<file path="src/sv/fcsr_pkg.sv">
package fcsr_pkg;

  // Opcodes of the input channel.
  localparam logic OP_START = 1'b0;
  localparam logic OP_STEP  = 1'b1;

  // Fixed widths of the result fields.
  localparam int SPAN_W  = 13;
  localparam int COLOR_W = 24;

  // Depth of the descriptor queue between the front and the back.
  localparam int QUEUE_DEPTH = 4;

  typedef struct packed {
    logic full;
    logic empty;
  } q_status_t;

endpackage

</file>
<file path="src/sv/fcsr_if.sv">
interface fcsr_in_if #(
  parameter int COORD_BITS  = 12,
  parameter int RADIUS_BITS = 10
) ();
  import fcsr_pkg::*;

  logic                         valid;
  logic                         ready;
  logic                         op;
  logic signed [COORD_BITS-1:0] center_x;
  logic signed [COORD_BITS-1:0] center_y;
  logic [RADIUS_BITS-1:0]       radius;
  logic [COLOR_W-1:0]           fill_color;

  modport source (output valid, op, center_x, center_y, radius, fill_color, input ready);
  modport sink   (input valid, op, center_x, center_y, radius, fill_color, output ready);
endinterface

interface fcsr_out_if ();
  import fcsr_pkg::*;

  logic                     valid;
  logic                     ready;
  logic signed [SPAN_W-1:0] span_row;
  logic signed [SPAN_W-1:0] span_left;
  logic signed [SPAN_W-1:0] span_right;
  logic [COLOR_W-1:0]       span_color;
  logic                     last_of_step;
  logic                     circle_done;

  modport source (output valid, span_row, span_left, span_right, span_color, last_of_step,
                  circle_done, input ready);
  modport sink   (input valid, span_row, span_left, span_right, span_color, last_of_step,
                  circle_done, output ready);
endinterface

</file>
<file path="src/sv/fcsr_front.sv">
module fcsr_front
  import fcsr_pkg::*;
#(
  parameter int  COORD_BITS  = 12,
  parameter int  RADIUS_BITS = 10,
  localparam int XW          = RADIUS_BITS + 2,
  localparam int DESC_W      = 2 * COORD_BITS + COLOR_W + 2 * XW + 3
) (
  input  logic              clk,
  input  logic              rst,
  fcsr_in_if.sink           req,
  input  q_status_t         q_stat,
  output logic              push,
  output logic [DESC_W-1:0] desc
);

  localparam int EW = RADIUS_BITS + 4;

  typedef struct packed {
    logic signed [COORD_BITS-1:0] ctr_x;
    logic signed [COORD_BITS-1:0] ctr_y;
    logic [COLOR_W-1:0]           color;
    logic signed [XW-1:0]         x;
    logic signed [XW-1:0]         y;
    logic                         has_neg;
    logic                         has_x;
    logic                         done;
  } desc_t;

  logic                         active;
  logic signed [XW-1:0]         cur_x;
  logic signed [XW-1:0]         cur_y;
  logic signed [EW-1:0]         err_term;
  logic signed [COORD_BITS-1:0] ctr_x;
  logic signed [COORD_BITS-1:0] ctr_y;
  logic [COLOR_W-1:0]           held_color;

  logic                 accept;
  logic                 run;
  logic signed [XW-1:0] y_next;
  logic signed [XW-1:0] x_dec;
  logic signed [XW-1:0] x_next;
  logic signed [EW-1:0] err_up;
  logic signed [EW-1:0] err_down;
  logic signed [EW-1:0] err_next;
  logic                 err_pos;
  logic                 done;
  desc_t                d;

  assign req.ready = !q_stat.full;
  assign accept    = req.valid && req.ready;

  always_comb begin
    run      = active && !(cur_x < cur_y);
    y_next   = cur_y + XW'(1);
    x_dec    = cur_x - XW'(1);
    // Midpoint update: err += y; y++; err += y, then the x correction.
    err_up   = err_term + EW'(cur_y) + EW'(y_next);
    err_pos  = !err_up[EW-1];
    err_down = err_up - EW'(cur_x) - EW'(x_dec);
    x_next   = err_pos ? x_dec : cur_x;
    err_next = err_pos ? err_down : err_up;
    done     = x_next < y_next;
  end

  always_comb begin
    d.ctr_x   = ctr_x;
    d.ctr_y   = ctr_y;
    d.color   = held_color;
    d.x       = cur_x;
    d.y       = cur_y;
    d.has_neg = cur_y != '0;
    d.has_x   = err_pos && (cur_x != cur_y);
    d.done    = done;
  end

  assign desc = d;
  assign push = accept && (req.op == OP_STEP) && run;

  always_ff @(posedge clk) begin
    if (rst) begin
      active <= 1'b0;
    end else if (accept) begin
      if (req.op == OP_START) begin
        active <= 1'b1;
      end else if (!run || done) begin
        active <= 1'b0;
      end
    end
  end

  always_ff @(posedge clk) begin
    if (accept) begin
      if (req.op == OP_START) begin
        ctr_x      <= req.center_x;
        ctr_y      <= req.center_y;
        held_color <= req.fill_color;
        cur_x      <= XW'(req.radius);
        cur_y      <= '0;
        err_term   <= EW'(0) - EW'(req.radius);
      end else if (run) begin
        cur_x    <= x_next;
        cur_y    <= y_next;
        err_term <= err_next;
      end
    end
  end

endmodule

</file>
<file path="src/sv/fcsr_queue.sv">
module fcsr_queue
  import fcsr_pkg::*;
#(
  parameter int WIDTH = 8,
  parameter int DEPTH = 4
) (
  input  logic             clk,
  input  logic             rst,
  input  logic             push,
  input  logic [WIDTH-1:0] wdata,
  input  logic             pop,
  output logic [WIDTH-1:0] rdata,
  output q_status_t        stat
);

  localparam int AW = (DEPTH > 1) ? $clog2(DEPTH) : 1;

  logic [WIDTH-1:0] slots [DEPTH];
  logic [AW-1:0]    head;
  logic [AW-1:0]    tail;
  logic [AW:0]      count;

  function automatic logic [AW-1:0] wrap_inc(input logic [AW-1:0] p);
    logic [AW-1:0] r;
    r = (p == AW'(DEPTH - 1)) ? '0 : p + AW'(1);
    return r;
  endfunction

  assign rdata      = slots[head];
  assign stat.full  = count == (AW + 1)'(DEPTH);
  assign stat.empty = count == '0;

  always_ff @(posedge clk) begin
    if (rst) begin
      head  <= '0;
      tail  <= '0;
      count <= '0;
    end else begin
      if (push) begin
        tail <= wrap_inc(tail);
      end
      if (pop) begin
        head <= wrap_inc(head);
      end
      if (push && !pop) begin
        count <= count + (AW + 1)'(1);
      end else if (pop && !push) begin
        count <= count - (AW + 1)'(1);
      end
    end
  end

  always_ff @(posedge clk) begin
    if (push) begin
      slots[tail] <= wdata;
    end
  end

endmodule

</file>
<file path="src/sv/fcsr_back.sv">
module fcsr_back
  import fcsr_pkg::*;
#(
  parameter int  COORD_BITS  = 12,
  parameter int  RADIUS_BITS = 10,
  localparam int XW          = RADIUS_BITS + 2,
  localparam int DESC_W      = 2 * COORD_BITS + COLOR_W + 2 * XW + 3
) (
  input  logic              clk,
  input  logic              rst,
  input  logic [DESC_W-1:0] desc,
  input  q_status_t         q_stat,
  output logic              pop,
  fcsr_out_if.source        span
);

  localparam int MW = (COORD_BITS > XW) ? COORD_BITS : XW;
  localparam int SW = ((MW > SPAN_W) ? MW : SPAN_W) + 1;

  typedef struct packed {
    logic signed [COORD_BITS-1:0] ctr_x;
    logic signed [COORD_BITS-1:0] ctr_y;
    logic [COLOR_W-1:0]           color;
    logic signed [XW-1:0]         x;
    logic signed [XW-1:0]         y;
    logic                         has_neg;
    logic                         has_x;
    logic                         done;
  } desc_t;

  desc_t                d;
  logic [3:0]           sent;
  logic [3:0]           pending;
  logic [3:0]           pick;
  logic [1:0]           idx;
  logic                 last;
  logic                 advance;
  logic signed [XW-1:0] off;
  logic signed [XW-1:0] half;
  logic signed [SW-1:0] row_w;
  logic signed [SW-1:0] left_w;
  logic signed [SW-1:0] right_w;

  assign d = desc_t'(desc);

  // Span order within a step: +y, -y (half-width x), then +x, -x (half-width y).
  always_comb begin
    pending = {d.has_x, d.has_x, d.has_neg, 1'b1} & ~sent;
    if (pending[0]) begin
      idx = 2'd0;
    end else if (pending[1]) begin
      idx = 2'd1;
    end else if (pending[2]) begin
      idx = 2'd2;
    end else begin
      idx = 2'd3;
    end
    pick = 4'b0001 << idx;
    last = (pending & ~pick) == 4'b0000;
  end

  always_comb begin
    off     = idx[1] ? d.x : d.y;
    half    = idx[1] ? d.y : d.x;
    row_w   = idx[0] ? SW'(d.ctr_y) - SW'(off) : SW'(d.ctr_y) + SW'(off);
    left_w  = SW'(d.ctr_x) - SW'(half);
    right_w = SW'(d.ctr_x) + SW'(half);
  end

  assign advance = !q_stat.empty && (!span.valid || span.ready);
  assign pop     = advance && last;

  always_ff @(posedge clk) begin
    if (rst) begin
      span.valid <= 1'b0;
      sent       <= '0;
    end else if (advance) begin
      span.valid <= 1'b1;
      sent       <= last ? 4'b0000 : (sent | pick);
    end else if (span.ready) begin
      span.valid <= 1'b0;
    end
  end

  always_ff @(posedge clk) begin
    if (advance) begin
      span.span_row     <= row_w[SPAN_W-1:0];
      span.span_left    <= left_w[SPAN_W-1:0];
      span.span_right   <= right_w[SPAN_W-1:0];
      span.span_color   <= d.color;
      span.last_of_step <= last;
      span.circle_done  <= d.done;
    end
  end

endmodule

</file>
<file path="src/sv/filled_circle_span_rasterizer_unit.sv">
// Filled-circle span rasterizer, midpoint scheme.
// Input channel req: op selects start (load center, radius, color; no output)
// or step (one iteration of the midpoint loop). Output channel span: one item
// per horizontal span, columns span_left..span_right inclusive, with
// last_of_step on the final span of a step and circle_done on every span of
// the step that finished the circle. Steps with no circle in progress, and the
// step that finds x below y, produce nothing.
// An accepted step is written as a descriptor into the queue, and the back
// registers its spans into the output register. A step yields one to four
// spans, and the output register presents one span per cycle while the
// receiver holds ready high.
// The front takes one item per cycle while the descriptor queue between front
// and back has room, so steps keep being accepted while spans wait.
// Reset (rst, synchronous) drops any circle in progress and empties the queue
// and the output register. When the receiver holds ready low, the current span
// holds, the queue fills and then req.ready falls until space frees up.
module filled_circle_span_rasterizer_unit
  import fcsr_pkg::*;
#(
  parameter int COORD_BITS  = 12,
  parameter int RADIUS_BITS = 10
) (
  input  logic      clk,
  input  logic      rst,
  fcsr_in_if.sink   req,
  fcsr_out_if.source span
);

  localparam int XW     = RADIUS_BITS + 2;
  localparam int DESC_W = 2 * COORD_BITS + COLOR_W + 2 * XW + 3;

  logic              q_push;
  logic              q_pop;
  logic [DESC_W-1:0] q_wdata;
  logic [DESC_W-1:0] q_rdata;
  q_status_t         q_stat;

  fcsr_front #(
    .COORD_BITS (COORD_BITS),
    .RADIUS_BITS(RADIUS_BITS)
  ) u_front (
    .clk   (clk),
    .rst   (rst),
    .req   (req),
    .q_stat(q_stat),
    .push  (q_push),
    .desc  (q_wdata)
  );

  fcsr_queue #(
    .WIDTH(DESC_W),
    .DEPTH(QUEUE_DEPTH)
  ) u_queue (
    .clk  (clk),
    .rst  (rst),
    .push (q_push),
    .wdata(q_wdata),
    .pop  (q_pop),
    .rdata(q_rdata),
    .stat (q_stat)
  );

  fcsr_back #(
    .COORD_BITS (COORD_BITS),
    .RADIUS_BITS(RADIUS_BITS)
  ) u_back (
    .clk   (clk),
    .rst   (rst),
    .desc  (q_rdata),
    .q_stat(q_stat),
    .pop   (q_pop),
    .span  (span)
  );

`ifndef SYNTHESIS
  a_no_push_when_full: assert property (@(posedge clk) disable iff (rst)
    !(q_push && q_stat.full))
    else $error("descriptor pushed into a full queue");

  a_no_pop_when_empty: assert property (@(posedge clk) disable iff (rst)
    !(q_pop && q_stat.empty))
    else $error("descriptor popped from an empty queue");

  a_pop_marks_last: assert property (@(posedge clk) disable iff (rst)
    q_pop |=> (span.valid && span.last_of_step))
    else $error("step retired without a span marked last");
`endif

endmodule

</file>
<file path="src/flat_wrapper.sv">
// flat-port wrapper written by rule: the top's interface ports become plain ports
module filled_circle_span_rasterizer_unit_flat import fcsr_pkg::*;
#(
  parameter int COORD_BITS  = 12,
  parameter int RADIUS_BITS = 10
)
  (clk, rst, req_valid, req_op, req_center_x, req_center_y, req_radius, req_fill_color, req_ready, span_valid, span_span_row, span_span_left, span_span_right, span_span_color, span_last_of_step, span_circle_done, span_ready);
  fcsr_in_if #(.COORD_BITS(COORD_BITS), .RADIUS_BITS(RADIUS_BITS)) req_i ();
  fcsr_out_if span_i ();
  input  logic clk;
  input  logic rst;
  input wire logic [$bits(req_i.valid)-1:0] req_valid;
  input wire logic [$bits(req_i.op)-1:0] req_op;
  input wire logic [$bits(req_i.center_x)-1:0] req_center_x;
  input wire logic [$bits(req_i.center_y)-1:0] req_center_y;
  input wire logic [$bits(req_i.radius)-1:0] req_radius;
  input wire logic [$bits(req_i.fill_color)-1:0] req_fill_color;
  output wire logic [$bits(req_i.ready)-1:0] req_ready;
  output wire logic [$bits(span_i.valid)-1:0] span_valid;
  output wire logic [$bits(span_i.span_row)-1:0] span_span_row;
  output wire logic [$bits(span_i.span_left)-1:0] span_span_left;
  output wire logic [$bits(span_i.span_right)-1:0] span_span_right;
  output wire logic [$bits(span_i.span_color)-1:0] span_span_color;
  output wire logic [$bits(span_i.last_of_step)-1:0] span_last_of_step;
  output wire logic [$bits(span_i.circle_done)-1:0] span_circle_done;
  input wire logic [$bits(span_i.ready)-1:0] span_ready;
  assign req_i.valid = req_valid;
  assign req_i.op = req_op;
  assign req_i.center_x = req_center_x;
  assign req_i.center_y = req_center_y;
  assign req_i.radius = req_radius;
  assign req_i.fill_color = req_fill_color;
  assign req_ready = req_i.ready;
  assign span_valid = span_i.valid;
  assign span_span_row = span_i.span_row;
  assign span_span_left = span_i.span_left;
  assign span_span_right = span_i.span_right;
  assign span_span_color = span_i.span_color;
  assign span_last_of_step = span_i.last_of_step;
  assign span_circle_done = span_i.circle_done;
  assign span_i.ready = span_ready;
  filled_circle_span_rasterizer_unit #(.COORD_BITS(COORD_BITS), .RADIUS_BITS(RADIUS_BITS)) u_core (.clk(clk), .rst(rst), .req(req_i), .span(span_i));
endmodule
</file>
<file path="config.mk">
export PLATFORM = sky130hd
export DESIGN_NAME = filled_circle_span_rasterizer_unit_flat
export DESIGN_NICKNAME = d
export VERILOG_FILES = /design/src/sv/fcsr_pkg.sv /design/src/sv/fcsr_if.sv /design/src/sv/fcsr_front.sv /design/src/sv/fcsr_queue.sv /design/src/sv/fcsr_back.sv /design/src/sv/filled_circle_span_rasterizer_unit.sv /design/src/flat_wrapper.sv
export SDC_FILE = /design/constraint.sdc
export NUM_CORES = 1
export LEC_CHECK = 0
export BUFFER_PORTS_ARGS = -buffer_cell sky130_fd_sc_hd__buf_2
export CORE_MARGIN = 1.5
export CORE_UTILIZATION = 40
export CTS_CLUSTER_DIAMETER = 60
export CTS_CLUSTER_SIZE = 16
export DETAILED_ROUTE_END_ITERATION = 16
export SLEW_MARGIN = 0
export SYNTH_ARGS = -nofsm -noshare
export SYNTH_HDL_FRONTEND = slang
export SYNTH_HIERARCHICAL = 1
export SYNTH_SLANG_ARGS = --single-unit
</file>
<file path="constraint.sdc">
create_clock -name clk -period 7.3 [get_ports clk]
set_clock_uncertainty 0.2 [all_clocks]
set_input_delay 0 -clock clk [delete_from_list [all_inputs] [get_ports clk]]
set_output_delay 0 -clock clk [all_outputs]
set_load 0.03 [all_outputs]
</file>
==> results list, run 1 <==
- Transition time of the tightest slew-check pin: 953.9 ps
* Clock transition time at the flip-flop clock pins of the worst setup and hold paths: 70 ps
- Yosys reg bits: 465
* Slowest library cell on the worst path: sky130_fd_sc_hd__nor4_1
- Diodes inserted: 0
- The via count of the first global-routing pass is 12940.
- STA classifies the critical path startpoint as a flip-flop.
- The synthesized netlist occupies a cell area of 21640 um^2.
- Area growth syn-to-layout: 17.71%
- Gr usage total: 0.1692
- STA classifies the critical path endpoint as a flip-flop.
- Leaving out fill and tap cells, the most frequent cells in the layout are sky130_fd_sc_hd__edfxtp_1, sky130_fd_sc_hd__buf_2, sky130_fd_sc_hd__dlygate4sd3_1, sky130_fd_sc_hd__nor2_1, sky130_fd_sc_hd__ha_1.
* Count of synthesis-stage warnings from yosys: 6
* Most frequent standard cell in the layout excluding fill and tap cells: sky130_fd_sc_hd__edfxtp_1
- The die is 235.6 um tall.
* Share of synthesized area occupied by flip-flops and latches: 0.6384
- Based on the critical path, the design can be clocked at up to 0.1536 GHz.
* Setup repair after global routing missed its margin: false
- The synthesized design contains 450 enable-type register cells.
* Mapped Avg Cell Area: 15.46 um^2
- For the worst setup path, the data required time is 7510 ps.
- Post-layout min period: 6509 ps
- Worst slack on hold paths: 122.2 ps
- Pin count of the biggest net entering global routing: 54
- Antenna violations before repair: 0
- Count of port buffers added during placement: 129
- DPL Wire Length: 30.29 mm
- IO Pins: 130
* Number of remaining DRC errors: 0
- Cell-by-cell trace of the critical path: ha_1 > nand3_1 > nor4_1 > and3_1 > xor2_1 > ha_1 > a21oi_1 > nor2b_1 > nor3_1 > a21oi_1 > xnor2_2 > nor2_1 > xor2_1 > ha_1 > a21oi_1 > nand2_1 > a31oi_1 > o2111ai_1 > o21ai_0 > mux2i_1 > a211oi_1
* Max Fanout on Critical Path: 14
* Wire length of the first global-routing pass: 72.72 mm
- DRC marker count from the first detailed-route iteration: 785
- At the end of the flow, the number of nets in the layout was 1818.
- Adding up every negative setup slack in the final design gives 0 ps.
- Detailed-route via count: 12420
- CTS HTree Levels: 2
* Share of async-settable or async-resettable flops after synthesis: 0
- The max-slew violation total from the final report was 0.
* Number of distinct library cells after synthesis: 75
- Initial cell density of the core: 0.4037
* Maximum capacitance violations: 0
- Summed over all layers, the routed wires come to 46.54 mm.
* Setup-violating endpoint count in the final report: 0
* Post-CTS resize count: 0
- Crit path arrival time: 6720 ps
* Fillcell total: 4651
* Most area-hungry cell type in the Yosys netlist: sky130_fd_sc_hd__edfxtp_1
- Number of detailed-route iterations in the first pass: 5
* Number of hold violations in the final report: 0
- Cts bufs inserted: 40
- Reg-to-reg setup timing slack: 790 ps
- In the finished design, the share of the clock period the worst path needs comes to 0.8916.
* Static Leak: 8.967 nW
- Antenna Violating Nets Remaining: 0
- In the routed layout, each cell is associated on average with a via count of 5.241.
- Clock tree from TritonCTS: done
- Cell family contributing the most delay on the critical path: simple AND/OR/NAND/NOR gates
* Net count of the mapped netlist: 1567
* Count of clock tree sinks: 465
- For this run, the leading register cell type out of synthesis is sky130_fd_sc_hd__edfxtp_1.
- Counting every instance in the synthesized netlist gives 1400.
- The largest single stage delay on the critical path is 820 ps.
* Horiz. Die Dim: 235.6 um
* Max-slew headroom at the worst pin: 0.3476
- Clock latency at the later pin of the worst-skew pair: 570 ps
- In this run the clock root is driven by a sky130_fd_sc_hd__clkbuf_16.
* Total power density per cell area: 242.4 nW/um^2
* Maximum number of buffers from clock root to sink: 3
- Min-delay worst type: primary input to flip-flop
- The die covers 55500 um^2.
- After detailed routing, the average wire length per cell comes to 19.64 um.
- The floorplan has 85 rows.
- The share of synthesized area in the top cell type comes to 0.6245.
* Final global-route overflow total: 0
- The total area inside the core boundary comes to 53600 um^2.
- The flow ran to the end, and the final reports show no timing, DRC or antenna violations.
- The congestion estimate from routability-driven global placement came to 0.8506.
- Together, buffers and inverters on the worst path number 0.
* Critical path class: flip-flop to flip-flop
* Cell types occupying the most area after synthesis: sky130_fd_sc_hd__edfxtp_1, sky130_fd_sc_hd__mux4_2, sky130_fd_sc_hd__ha_1, sky130_fd_sc_hd__xnor2_1, sky130_fd_sc_hd__xor2_1
- IR analysis of the VDD net gives a maximum drop of 0.1637 mV.
- Ratio of cells with drive above 1 in the final layout: 0.1995
-- state kept, by name (all words and copies together), names as in the netlist, named ones only --
signal	flops
u_core/u_front/active	1
u_core/u_queue/head	2
u_core/u_back/span.span_right	12
u_core/u_back/span.circle_done	1
u_core/u_queue/count	3
u_core/u_back/span.last_of_step	1
u_core/u_back/span.span_left	13
u_core/u_front/cur_y	12
u_core/u_front/ctr_y	12
u_core/u_queue/tail	2
u_core/u_front/err_term	14
u_core/u_back/span.span_color	24
u_core/u_back/span.span_row	13
u_core/u_front/ctr_x	12
u_core/u_queue/slots	300
u_core/u_front/held_color	24
u_core/u_back/sent	4
u_core/u_back/span.valid	1
u_core/u_front/cur_x	12
-- metal layers --
metal / global-route usage / wire (um) / up-vias
li1: - / - / 5889
met1: 0.2283 / 21330 / 6266
met2: 0.2865 / 22580 / 203
met3: 0.02568 / 1724 / 62
met4: 0.04340 / 904 / 0
met5: 0 / 0 / -
-- where the power goes --
| part | switching (mW) | internal [mW] |
|---|---|---|
| combinational | 0.544 | 0.407 |
| sequential | 0.0589 | 3.01 |
| clock | 0.981 | 1.18 |
| total | 1.58 | 4.59 |
-- cells in the mapped netlist (21+ instances only) --
master and count:
sky130_fd_sc_hd__edfxtp_1 450, sky130_fd_sc_hd__nor2_1 99, sky130_fd_sc_hd__ha_1 98, sky130_fd_sc_hd__mux4_2 75, sky130_fd_sc_hd__a21oi_1 72, sky130_fd_sc_hd__inv_1 63
sky130_fd_sc_hd__xnor2_1 62, sky130_fd_sc_hd__xor2_1 53, sky130_fd_sc_hd__o21ai_0 45, sky130_fd_sc_hd__nand2_1 43, sky130_fd_sc_hd__mux2_2 23, sky130_fd_sc_hd__mux2i_1 21
-- kinds of logic (layout without fill, tap and decap cells) --
family,after synthesis,in the layout,synth area share
DFF,465,465,0.6384
muxes,119,119,0.09975
AOI/OAI and AO/OA,221,221,0.06766
buffers and inverters,109,383,0.02330
and+or+nand+nor,267,267,0.06211
xor gates and xnor gates,115,115,0.04655
adders and majority gates,104,104,0.06222
-- through the flow --
stage | area (um^2) | std cells | setup WS (ps) | util | power, mW
2_1_floorplan | 21640 | 1400 | 1924 | - | 3.781
3_3_place_gp | 23050 | 2194 | 1053 | 0.4300 | 4.011
3_5_place_dp | 23050 | 2194 | 901.0 | 0.4300 | 4.023
4_1_cts | 25470 | 2370 | 838.6 | 0.4751 | 6.237
5_1_grt | 25470 | 2370 | 259.8 | 0.4751 | 6.436
6_report | 25470 | 2370 | 791.3 | 0.4751 | 6.174
-- final cells by class --
cell class	instances	area, um^2	share of cell area
Clock inverter	19	275.3	0.01081
Multi-Input combinational cell	826	7363	0.2891
Inverter	64	242.7	0.009531
Clock buffer	46	1033	0.04058
Sequential cell	465	13820	0.5427
Tap cell	696	870.8	0.03419
Timing Repair Buffer	254	1862	0.07310
-- worst min-delay path, stage by stage --
cell and delay (ps):
sky130_fd_sc_hd__dlygate4sd3_1 530, sky130_fd_sc_hd__buf_2 200, sky130_fd_sc_hd__nor2_1 110
-- final timing paths --
| kind | start | to | cells past startpoint |
|---|---|---|---|
| min | rst | u_core/u_queue/count[0] | 3 |
| max reg2reg | u_core/u_front/cur_y[0] | u_core/u_front/active | 21 |
| max | u_core/u_front/cur_y[0] | u_core/u_front/active | 21 |
| min reg2reg | u_core/u_front/ctr_x[3] | u_core/u_queue/slots[0][66] | 0 |
-- what timing repair did --
action                    in CTS  in global routing
hold buffers                 111                  0
hold endpoints to repair      87                  0
buffers inserted               0                  0
Note: power is estimated with default switching activity, not from simulation.
==> run 2, diff against run 1 <==
--- a/config.mk
+++ b/config.mk
@@ -6,6 +6,7 @@
 export NUM_CORES = 1
 export LEC_CHECK = 0
 export BUFFER_PORTS_ARGS = -buffer_cell sky130_fd_sc_hd__buf_2
+export CAP_MARGIN = 40
 export CORE_MARGIN = 1.5
 export CORE_UTILIZATION = 40
 export CTS_CLUSTER_DIAMETER = 60
==> constraint.sdc (replaced) <==
create_clock -name clk -period 7.3 [get_ports clk]
set_clock_uncertainty 0.2 [all_clocks]
set_input_delay 0.365 -clock clk [delete_from_list [all_inputs] [get_ports clk]]
set_output_delay 0.365 -clock clk [all_outputs]
set_load 0.03 [all_outputs]
==> run 2 against run 1 <==
  * First-iteration DRC count rose by 0.38%
  * Critical path depth is 1 higher
  * Routed wire length down 1.6%
  * Maximum frequency up 0.99%
  * Via count is 1.5% lower
==> results list, run 2 (synthesized netlist as in run 1, its figures left out) <==
- Post-CTS resize count: 0 (unchanged)
- Worst Setup Slack, final: 854.9 ps (+63.59 ps)
- Number of detailed-route iterations in the first pass: 5 (unchanged)
* Final routed wire length divided by cell count: 19.75 um (+0.60%)
* Clock transition time at the flip-flop clock pins of the worst setup and hold paths: 70 ps (about the same)
- Registers with the most flip-flops: u_core/u_queue/slots: 300 flops, u_core/u_back/span.span_color: 24 flops, u_core/u_front/held_color: 24 flops
- Static Leak: 8.711 nW (-2.8%)
- Ratio of cells with drive above 1 in the final layout: 0.2022 (+0.002697)
* Antenna Violating Nets Remaining: 0 (unchanged)
- Pre-CTS setup slack: 835.1 ps (-65.85 ps)
- Number of vias per cell after detailed routing: 5.277 (+0.70%)
- Number of hold violations in the final report: 0 (unchanged)
- Outcome: completed
- The setup violation total in the final timing report came to 0 (unchanged).
* Clock tree from TritonCTS: done
* Fillcell total: 4753 (+2.2%)
- The worst hold path belongs to the class primary input to flip-flop.
- u_core/u_queue/slots holds more flip-flops than any other register.
- Final weighted congestion in routability-driven placement: 0.8649 (+1.7%)
- Chip height: 235.6 um (unchanged)
* Max Fanout on Critical Path: 14 (unchanged)
- Number of placement rows: 85 (unchanged)
- The total global routing overflow came to 0 (unchanged).
- Maximum number of buffers from clock root to sink: 3 (unchanged)
- DRC marker count from the first detailed-route iteration: 788 (+0.38%)
- Quantity of hold-fixing buffers added after cts: 60 (-46%)
- The filler-free cell count of the finished design was 2318 (-2.2%).
* Vias in the first global route: 12640 (-2.3%)
* Maximum capacitance violations: 0 (unchanged)
* DRT Wirelength: 45.79 mm (-1.6%)
- Setup repair after global routing missed its margin: false
- Maximum clock frequency: 0.1552 GHz (+0.99%)
* Full die area: 55500 um^2 (unchanged)
* DPL Wire Length: 30.58 mm (+0.97%)
- Cell at the root of the clock tree: sky130_fd_sc_hd__clkbuf_16
* Cts bufs inserted: 39 (-2.5%)
- Area used by sequential logic in the layout: 13820 um^2 (unchanged)
- Worst-case vdd ir drop: 0.1643 mV (+0.38%)
- Number of flip-flops in the largest register: 300 (unchanged)
- Pin count of the biggest net entering global routing: 50 (-7.4%)
* Crit path launch type: flip-flop
- Antenna violations before repair: 0 (unchanged)
- Area growth syn-to-layout: 15.02%
- The number of nets at the end of the flow came to 1768 (-2.8%).
- The worst-case headroom to the max-slew limit came to 0.4256 (+0.07795).
* Critical path class: flip-flop to flip-flop
* CP Data Required Time: 7520 ps (about the same)
- Final Cycle Share: 0.8829 (-0.008711)
* Nature of the critical path endpoint: flip-flop
- The number of sinks driven by the clock tree came to 465 (unchanged).
- Post-layout min period: 6445 ps (-63.59 ps)
- Pins over their slew limit: 0 (unchanged)
- Wire length of the first global-routing pass: 71.68 mm (-1.4%)
* IO Pins: 130 (unchanged)
* Highest-count cells in the layout ignoring fill and taps: sky130_fd_sc_hd__edfxtp_1, sky130_fd_sc_hd__buf_2, sky130_fd_sc_hd__nor2_1, sky130_fd_sc_hd__ha_1, sky130_fd_sc_hd__mux4_2
* Overall Power: 5.990 mW (-3.0%)
- Setup bufs post-CTS: 0 (unchanged)
* Clock latency at the later pin of the worst-skew pair: 560 ps (about the same)
- Core Region: 53600 um^2 (unchanged)
- The CTS H-tree depth came to 2 (unchanged).
- The die width came to 235.6 um (unchanged).
* Gr usage total: 0.1671 (-0.002046)
- The number of DRC violations after detailed routing is 0 (unchanged).
- Count of port buffers added during placement: 129 (unchanged)
* Diodes inserted: 0 (unchanged)
- The critical path arrival is 6660 ps (-60 ps).
- Most frequent standard cell in the layout excluding fill and tap cells: sky130_fd_sc_hd__edfxtp_1
- The starting density of the core was 0.4037 (unchanged).
- Placed cells: 2196 (+0.091%)
- Transition time of the tightest slew-check pin: 839.9 ps (-114.0 ps)
- Total power density per cell area: 240.7 nW/um^2 (-0.73%)
- The via count of the routed design was 12230 (-1.5%).
- Sum of negative setup slack: 0 ps (unchanged)
* Footprint of the multi-input gates: 7363 um^2 (unchanged)
## run 2: cell count changes in the layout (fill, tap and decap cells not counted), sizes merged
cell and delta:
buf +2, bufinv -2, clkbuf +1, clkinv -5, dlygate4sd3 -51, inv +3
## run 2: through the flow
stage | area [um^2] | util | hold WS [ps]
2_1_floorplan | 21640 | - | 234.1
3_3_place_gp | 23050 | 0.4299 | 265.4
3_5_place_dp | 23120 | 0.4313 | 285.1
4_1_cts | 24890 | 0.4643 | 10.45
5_1_grt | 24890 | 0.4643 | 69.66
6_report | 24890 | 0.4643 | 47.32
## run 2: path summary, 6_finish.rpt
| path | slack, ps | end | from | cells after the start |
|---|---|---|---|---|
| setup reg to reg | 850 | u_core/u_front/active | u_core/u_front/cur_y[0] | 22 |
| setup / recovery | 850 | u_core/u_front/active | u_core/u_front/cur_y[0] | 22 |
| hold / removal | 50 | u_core/u_front/cur_x[1] | req_radius[1] | 3 |
| hold reg to reg | 290 | u_core/u_queue/slots[3][45] | u_core/u_front/held_color[18] | 0 |
## run 2: final cells by class
| class | instances | area share |
|---|---|---|
| timing repair buffer | 205 | 0.05706 |
| multi-input combinational | 826 | 0.2959 |
| inverter | 64 | 0.009753 |
| sequential | 465 | 0.5553 |
| clock inverter | 15 | 0.006586 |
| tap | 696 | 0.03499 |
| clock buffer | 47 | 0.04042 |
## run 2: power by group
group / switching, mW / internal, mW
clock: 0.929 / 1.06
sequential: 0.0582 / 3.01
combinational: 0.540 / 0.393
## run 2: worst max-delay path, cell delays in order, from the launching register on
cell and delay [ps]:
sky130_fd_sc_hd__edfxtp_1 620, sky130_fd_sc_hd__ha_1 340, sky130_fd_sc_hd__nand3_1 240, sky130_fd_sc_hd__nor4_1 740, sky130_fd_sc_hd__and3_1 350, sky130_fd_sc_hd__xor2_1 170
sky130_fd_sc_hd__ha_1 290, sky130_fd_sc_hd__a21oi_1 200, sky130_fd_sc_hd__nor2b_1 60, sky130_fd_sc_hd__nor3_1 120, sky130_fd_sc_hd__a21oi_1 160, sky130_fd_sc_hd__xnor2_2 460
sky130_fd_sc_hd__buf_4 290, sky130_fd_sc_hd__nor2_1 70, sky130_fd_sc_hd__xor2_1 160, sky130_fd_sc_hd__ha_1 330, sky130_fd_sc_hd__a21oi_1 160, sky130_fd_sc_hd__nand2_1 70
sky130_fd_sc_hd__a31oi_1 220, sky130_fd_sc_hd__o2111ai_1 140, sky130_fd_sc_hd__o21ai_0 230, sky130_fd_sc_hd__mux2i_1 540, sky130_fd_sc_hd__a211oi_1 140
## run 2: per-layer routing
metal | wire, um | up-vias | part of all wire | GRT usage
met4 | 1049 | 0 | 0.023 | 0.04653
met1 | 20480 | 6147 | 0.45 | 0.2223
met3 | 1871 | 69 | 0.041 | 0.02756
li1 | - | 5780 | - | -
met5 | 0 | - | 0 | 0
met2 | 22390 | 236 | 0.49 | 0.2834
==> run 3, diff against run 2 <==
--- a/config.mk
+++ b/config.mk
@@ -15,5 +15,4 @@
 export SLEW_MARGIN = 0
 export SYNTH_ARGS = -nofsm -noshare
 export SYNTH_HDL_FRONTEND = slang
-export SYNTH_HIERARCHICAL = 1
 export SYNTH_SLANG_ARGS = --single-unit
==> run 3 against run 2 <==
  * Register-to-register slack better by 480 ps
  * Worst setup slack better by 480 ps
  * Non-clock buffer count down 2
  * First-iteration DRC count shrank 20%
  * Routed wire length is 3.0% lower
  * Power is 5.9% higher
  * Critical path type unchanged
  * Largest power group unchanged
  * Highest routed layer unchanged
==> results list, run 3 <==
- Outcome: completed
- Yosys reg bits: 465 (unchanged)
- The total length of routed wires is 44.43 mm (-3.0%).
- By area, the combinational part of the netlist is dominated by multiplexers.
- The insertion delay to the later sink of the worst-skew pair was 570 ps (about the same).
* Setup-violating endpoint count in the final report: 0 (unchanged)
- Post-synthesis share of cell area spent on full adders, half adders and majority gates: 0.06309 (+0.0008646)
- The flip-flop count of the largest register, all copies and words added was 300 (unchanged).
- Dominant cell by count in the synthesized netlist: sky130_fd_sc_hd__edfxtp_1
- The number of flops mapped to enable cells by yosys was 450 (unchanged).
- The via count of the routed design was 11900 (-2.7%).
- Number of distinct library cells after synthesis: 66 (-12%)
- The floorplan row count was 84 (-1.2%).
* Post-route standard cell area excluding fillers: 24760 um^2 (-0.53%)
- Number of hold violations in the final report: 0 (unchanged)
- The share of flip-flops with an asynchronous set or reset is 0 (unchanged).
- The leakage dissipation is 8.555 nW (-1.8%).
- Full die area: 54750 um^2 (-1.3%)
- Post-synthesis cell count: 1374 (-1.9%)
* Gr usage total: 0.1665 (-0.0006390)
- The number of filler instances in the final layout is 4540 (-4.5%).
- The synthesized-area fraction occupied by and/or/nand/nor cells was 0.06062 (-0.001482).
- Horiz. Die Dim: 234.0 um (-0.68%)
- The global-route wire length before repair is 69.53 mm (-3.0%).
- Max-slew headroom at the worst pin: 0.4283 (+0.002761)
- Area growth syn-to-layout: 16.00%
- Min-delay worst type: primary input to flip-flop
- The total of buffers placed on input and output ports was 129 (unchanged).
* Mapped Avg Cell Area: 15.53 um^2 (+0.50%)
- Core Region: 52660 um^2 (-1.8%)
* Cell at the root of the clock tree: sky130_fd_sc_hd__clkbuf_16
* Final weighted congestion in routability-driven placement: 0.8265 (-4.4%)
- Placed cells: 2166 (-1.4%)
- Setup repair after global routing missed its margin: false
- The initial DRC count came to 634 (-20%).
* Most frequent standard cell in the layout excluding fill and tap cells: sky130_fd_sc_hd__edfxtp_1
- The max-slew violation total from the final report was 0 (unchanged).
* CTS HTree Levels: 2 (unchanged)
- Setup bufs post-CTS: 0 (unchanged)
- The clock transition at the register clock pins on the worst setup and hold paths after CTS came to 70 ps (about the same).
* Vias in the first global route: 12240 (-3.2%)
* Initial cell density of the core: 0.4053 (+0.001620)
- The number of antenna violations at the first check in global routing came to 0 (unchanged).
- Number of remaining DRC errors: 0 (unchanged)
* Final Cycle Share: 0.8169 (-0.06601)
- Maximum capacitance violations: 0 (unchanged)
- IO Pins: 130 (unchanged)
* Crit path launch type: flip-flop
* DPL Wire Length: 29.65 mm (-3.1%)
* Share of the synthesized netlist area taken by xor and xnor gates: 0.04831 (+0.001761)
- CP Data Required Time: 7410 ps (-110 ps)
- Mux contribution to synthesized area: 0.1027 (+0.002910)
* Cts bufs inserted: 41 (+5.1%)
- The maximum vdd ir drop is 0.1350 mV (-18%).
- The sequential element share of the synthesized area was 0.6473 (+0.008871).
- The height of the die came to 234.0 um (-0.68%).
* Maximum number of buffers from clock root to sink: 3 (unchanged)
* Placement Cell Area: 22890 um^2 (-0.96%)
- The largest fanout of any net on the critical path came to 30 (+16).
- Post-layout min period: 5963 ps (-481.9 ps)
- Quantity of hold-fixing buffers added after cts: 59 (-1.7%)
- The pin count of the biggest net entering global routing came to 75 (+50%).
- Pre-CTS setup slack: 1410 ps (+574.7 ps)
- Mapped Area: 21340 um^2 (-1.4%)
- The routed length per placed instance was 19.40 um (-1.8%).
* Maximum clock frequency: 0.1677 GHz (+8.1%)
* Most flops, register: u_core.u_queue.slots
* Top cells by instance count after synthesis: sky130_fd_sc_hd__edfxtp_1, sky130_fd_sc_hd__ha_1, sky130_fd_sc_hd__nor2_1, sky130_fd_sc_hd__a21oi_1, sky130_fd_sc_hd__mux4_2
- The critical path arrival came to 6080 ps (-580 ps).
* Worst slack on hold paths: 46.18 ps (-1.145 ps)
- The final critical-path setup slack was 1337 ps (+481.9 ps).
* Total power density per cell area: 256.2 nW/um^2 (+6.5%)
- The total number of yosys warnings came to 0 (-6).
* Count of clock tree sinks: 465 (unchanged)
* Net count of the mapped netlist: 1541 (-1.7%)
* Highest-count cells in the layout ignoring fill and taps: sky130_fd_sc_hd__edfxtp_1, sky130_fd_sc_hd__buf_2, sky130_fd_sc_hd__ha_1, sky130_fd_sc_hd__nor2_1, sky130_fd_sc_hd__mux4_2
- Portion of synthesized cell area occupied by the leading cell type: 0.6332 (+0.008678)
- Final global-route overflow total: 0 (unchanged)
* # nets final: 1747 (-1.2%)
- Clock tree from TritonCTS: done
- Transition time of the tightest slew-check pin: 855.8 ps (+15.93 ps)
- The compound-cell area share of the yosys netlist came to 0.05758 (-0.01008).
- Post-CTS resize count: 0 (unchanged)
- In the synthesized netlist the dominant register cell turns out to be sky130_fd_sc_hd__edfxtp_1.
- The largest registers in the layout are u_core.u_queue.slots: 300 flops, u_core.u_back.span.span_color: 24 flops, u_core.u_front.held_color: 24 flops.
* Most area-hungry cell type in the Yosys netlist: sky130_fd_sc_hd__edfxtp_1
* Non-filler cells in the finished layout: 2291 (-1.2%)
- Number of vias per cell after detailed routing: 5.196 (-1.5%)
- The antenna diode count came to 0 (unchanged).
- The critical path in this run is classified as flip-flop to flip-flop.
- Cell types occupying the most area after synthesis: sky130_fd_sc_hd__edfxtp_1, sky130_fd_sc_hd__mux4_2, sky130_fd_sc_hd__ha_1, sky130_fd_sc_hd__xnor2_1, sky130_fd_sc_hd__xor2_1
* Number of detailed-route iterations in the first pass: 5 (unchanged)
- The number of nets with antenna violations after routing was 0 (unchanged).
* Sum of negative setup slack: 0 ps (unchanged)
- Ratio of cells with drive above 1 in the final layout: 0.2071 (+0.004892)
- Nature of the critical path endpoint: flip-flop
==> run 3: changes by cell type in the layout (fill, tap and decap cells not counted), sizes merged, moves of 4 or more <==
cell / before / now
o22ai: 5 / 1
xnor2: 62 / 70
nand3: 14 / 19
nand2b: 15 / 9
a211o: 3 / 7
nor4: 11 / 3
xor2: 53 / 46
o21ai: 47 / 42
nand2: 44 / 49
a221oi: 4 / 0
o211ai: 8 / 4
a21o: 17 / 12
nor3: 17 / 25
==> run 3: logic make-up (layout without fill, tap and decap cells) <==
logic type / Yosys count / in the layout
compound gates: 200 / 200
flops: 465 / 465
mux: 122 / 122
simple gates: 265 / 265
buf+inv: 102 / 331
xor+xnor: 116 / 116
fa+ha+maj: 104 / 104
==> run 3: worst max-delay path, stage by stage (launching register included) <==
cell	delay (ps)
sky130_fd_sc_hd__edfxtp_1	660
sky130_fd_sc_hd__inv_1	190
sky130_fd_sc_hd__ha_1	360
sky130_fd_sc_hd__xnor2_1	180
sky130_fd_sc_hd__ha_1	220
sky130_fd_sc_hd__inv_1	60
sky130_fd_sc_hd__fa_1	400
sky130_fd_sc_hd__nor2b_1	210
sky130_fd_sc_hd__o31ai_1	130
sky130_fd_sc_hd__a211oi_1	380
sky130_fd_sc_hd__o31ai_1	200
sky130_fd_sc_hd__xnor2_2	430
sky130_fd_sc_hd__buf_4	430
sky130_fd_sc_hd__nor2_1	100
sky130_fd_sc_hd__xor2_1	160
sky130_fd_sc_hd__ha_1	310
sky130_fd_sc_hd__a21oi_1	140
sky130_fd_sc_hd__nor2b_1	60
sky130_fd_sc_hd__o21ai_0	190
sky130_fd_sc_hd__nand4b_1	120
sky130_fd_sc_hd__a21oi_1	120
sky130_fd_sc_hd__o21ai_0	120
sky130_fd_sc_hd__o22ai_1	330
==> run 3: power breakdown <==
| group | switching (mW) | total, mW | internal [mW] |
|---|---|---|---|
| Clock | 0.977 | 2.10 | 1.12 |
| Sequential | 0.0694 | 3.12 | 3.05 |
| Combinational | 0.667 | 1.13 | 0.462 |
==> run 3: layer usage <==
layer / wire length, um / track usage / vias to the layer above
met5: 0 / 0 / -
met4: 972 / 0.04447 / 0
met3: 1693 / 0.02797 / 62
met2: 21570 / 0.2799 / 216
met1: 20200 / 0.2235 / 5960
li1: - / - / 5666
==> run 3: metrics by stage <==
step,total power [mW],utilization
CTS,6.413,0.4701
finish,6.343,0.4701
detailed placement,4.279,0.4348
global placement,4.262,0.4332
global route,6.646,0.4701
floorplan,3.997,-
==> run 3: final cells by class <==
cell class	instances	area [um^2]	share of cell area
sequential	465	13820	0.5583
timing repair buffer	203	1421	0.05742
tap	688	860.8	0.03477
clock inverter	17	182.7	0.007379
multi-input combinational	807	7149	0.2888
clock buffer	49	1087	0.04392
inverter	62	232.7	0.009401
==> run 3: final timing paths <==
| kind | start | end | slack (ps) | depth (start not counted) |
|---|---|---|---|---|
| max | u_core.u_front.cur_y[0] | u_core.u_queue.slots[3][0] | 1340 | 22 |
| min | req_radius[4] | u_core.u_front.cur_x[4] | 50 | 2 |
| max reg2reg | u_core.u_front.cur_y[0] | u_core.u_queue.slots[3][0] | 1340 | 22 |
| min reg2reg | u_core.u_queue.head[0] | flip-flop | 290 | 2 |
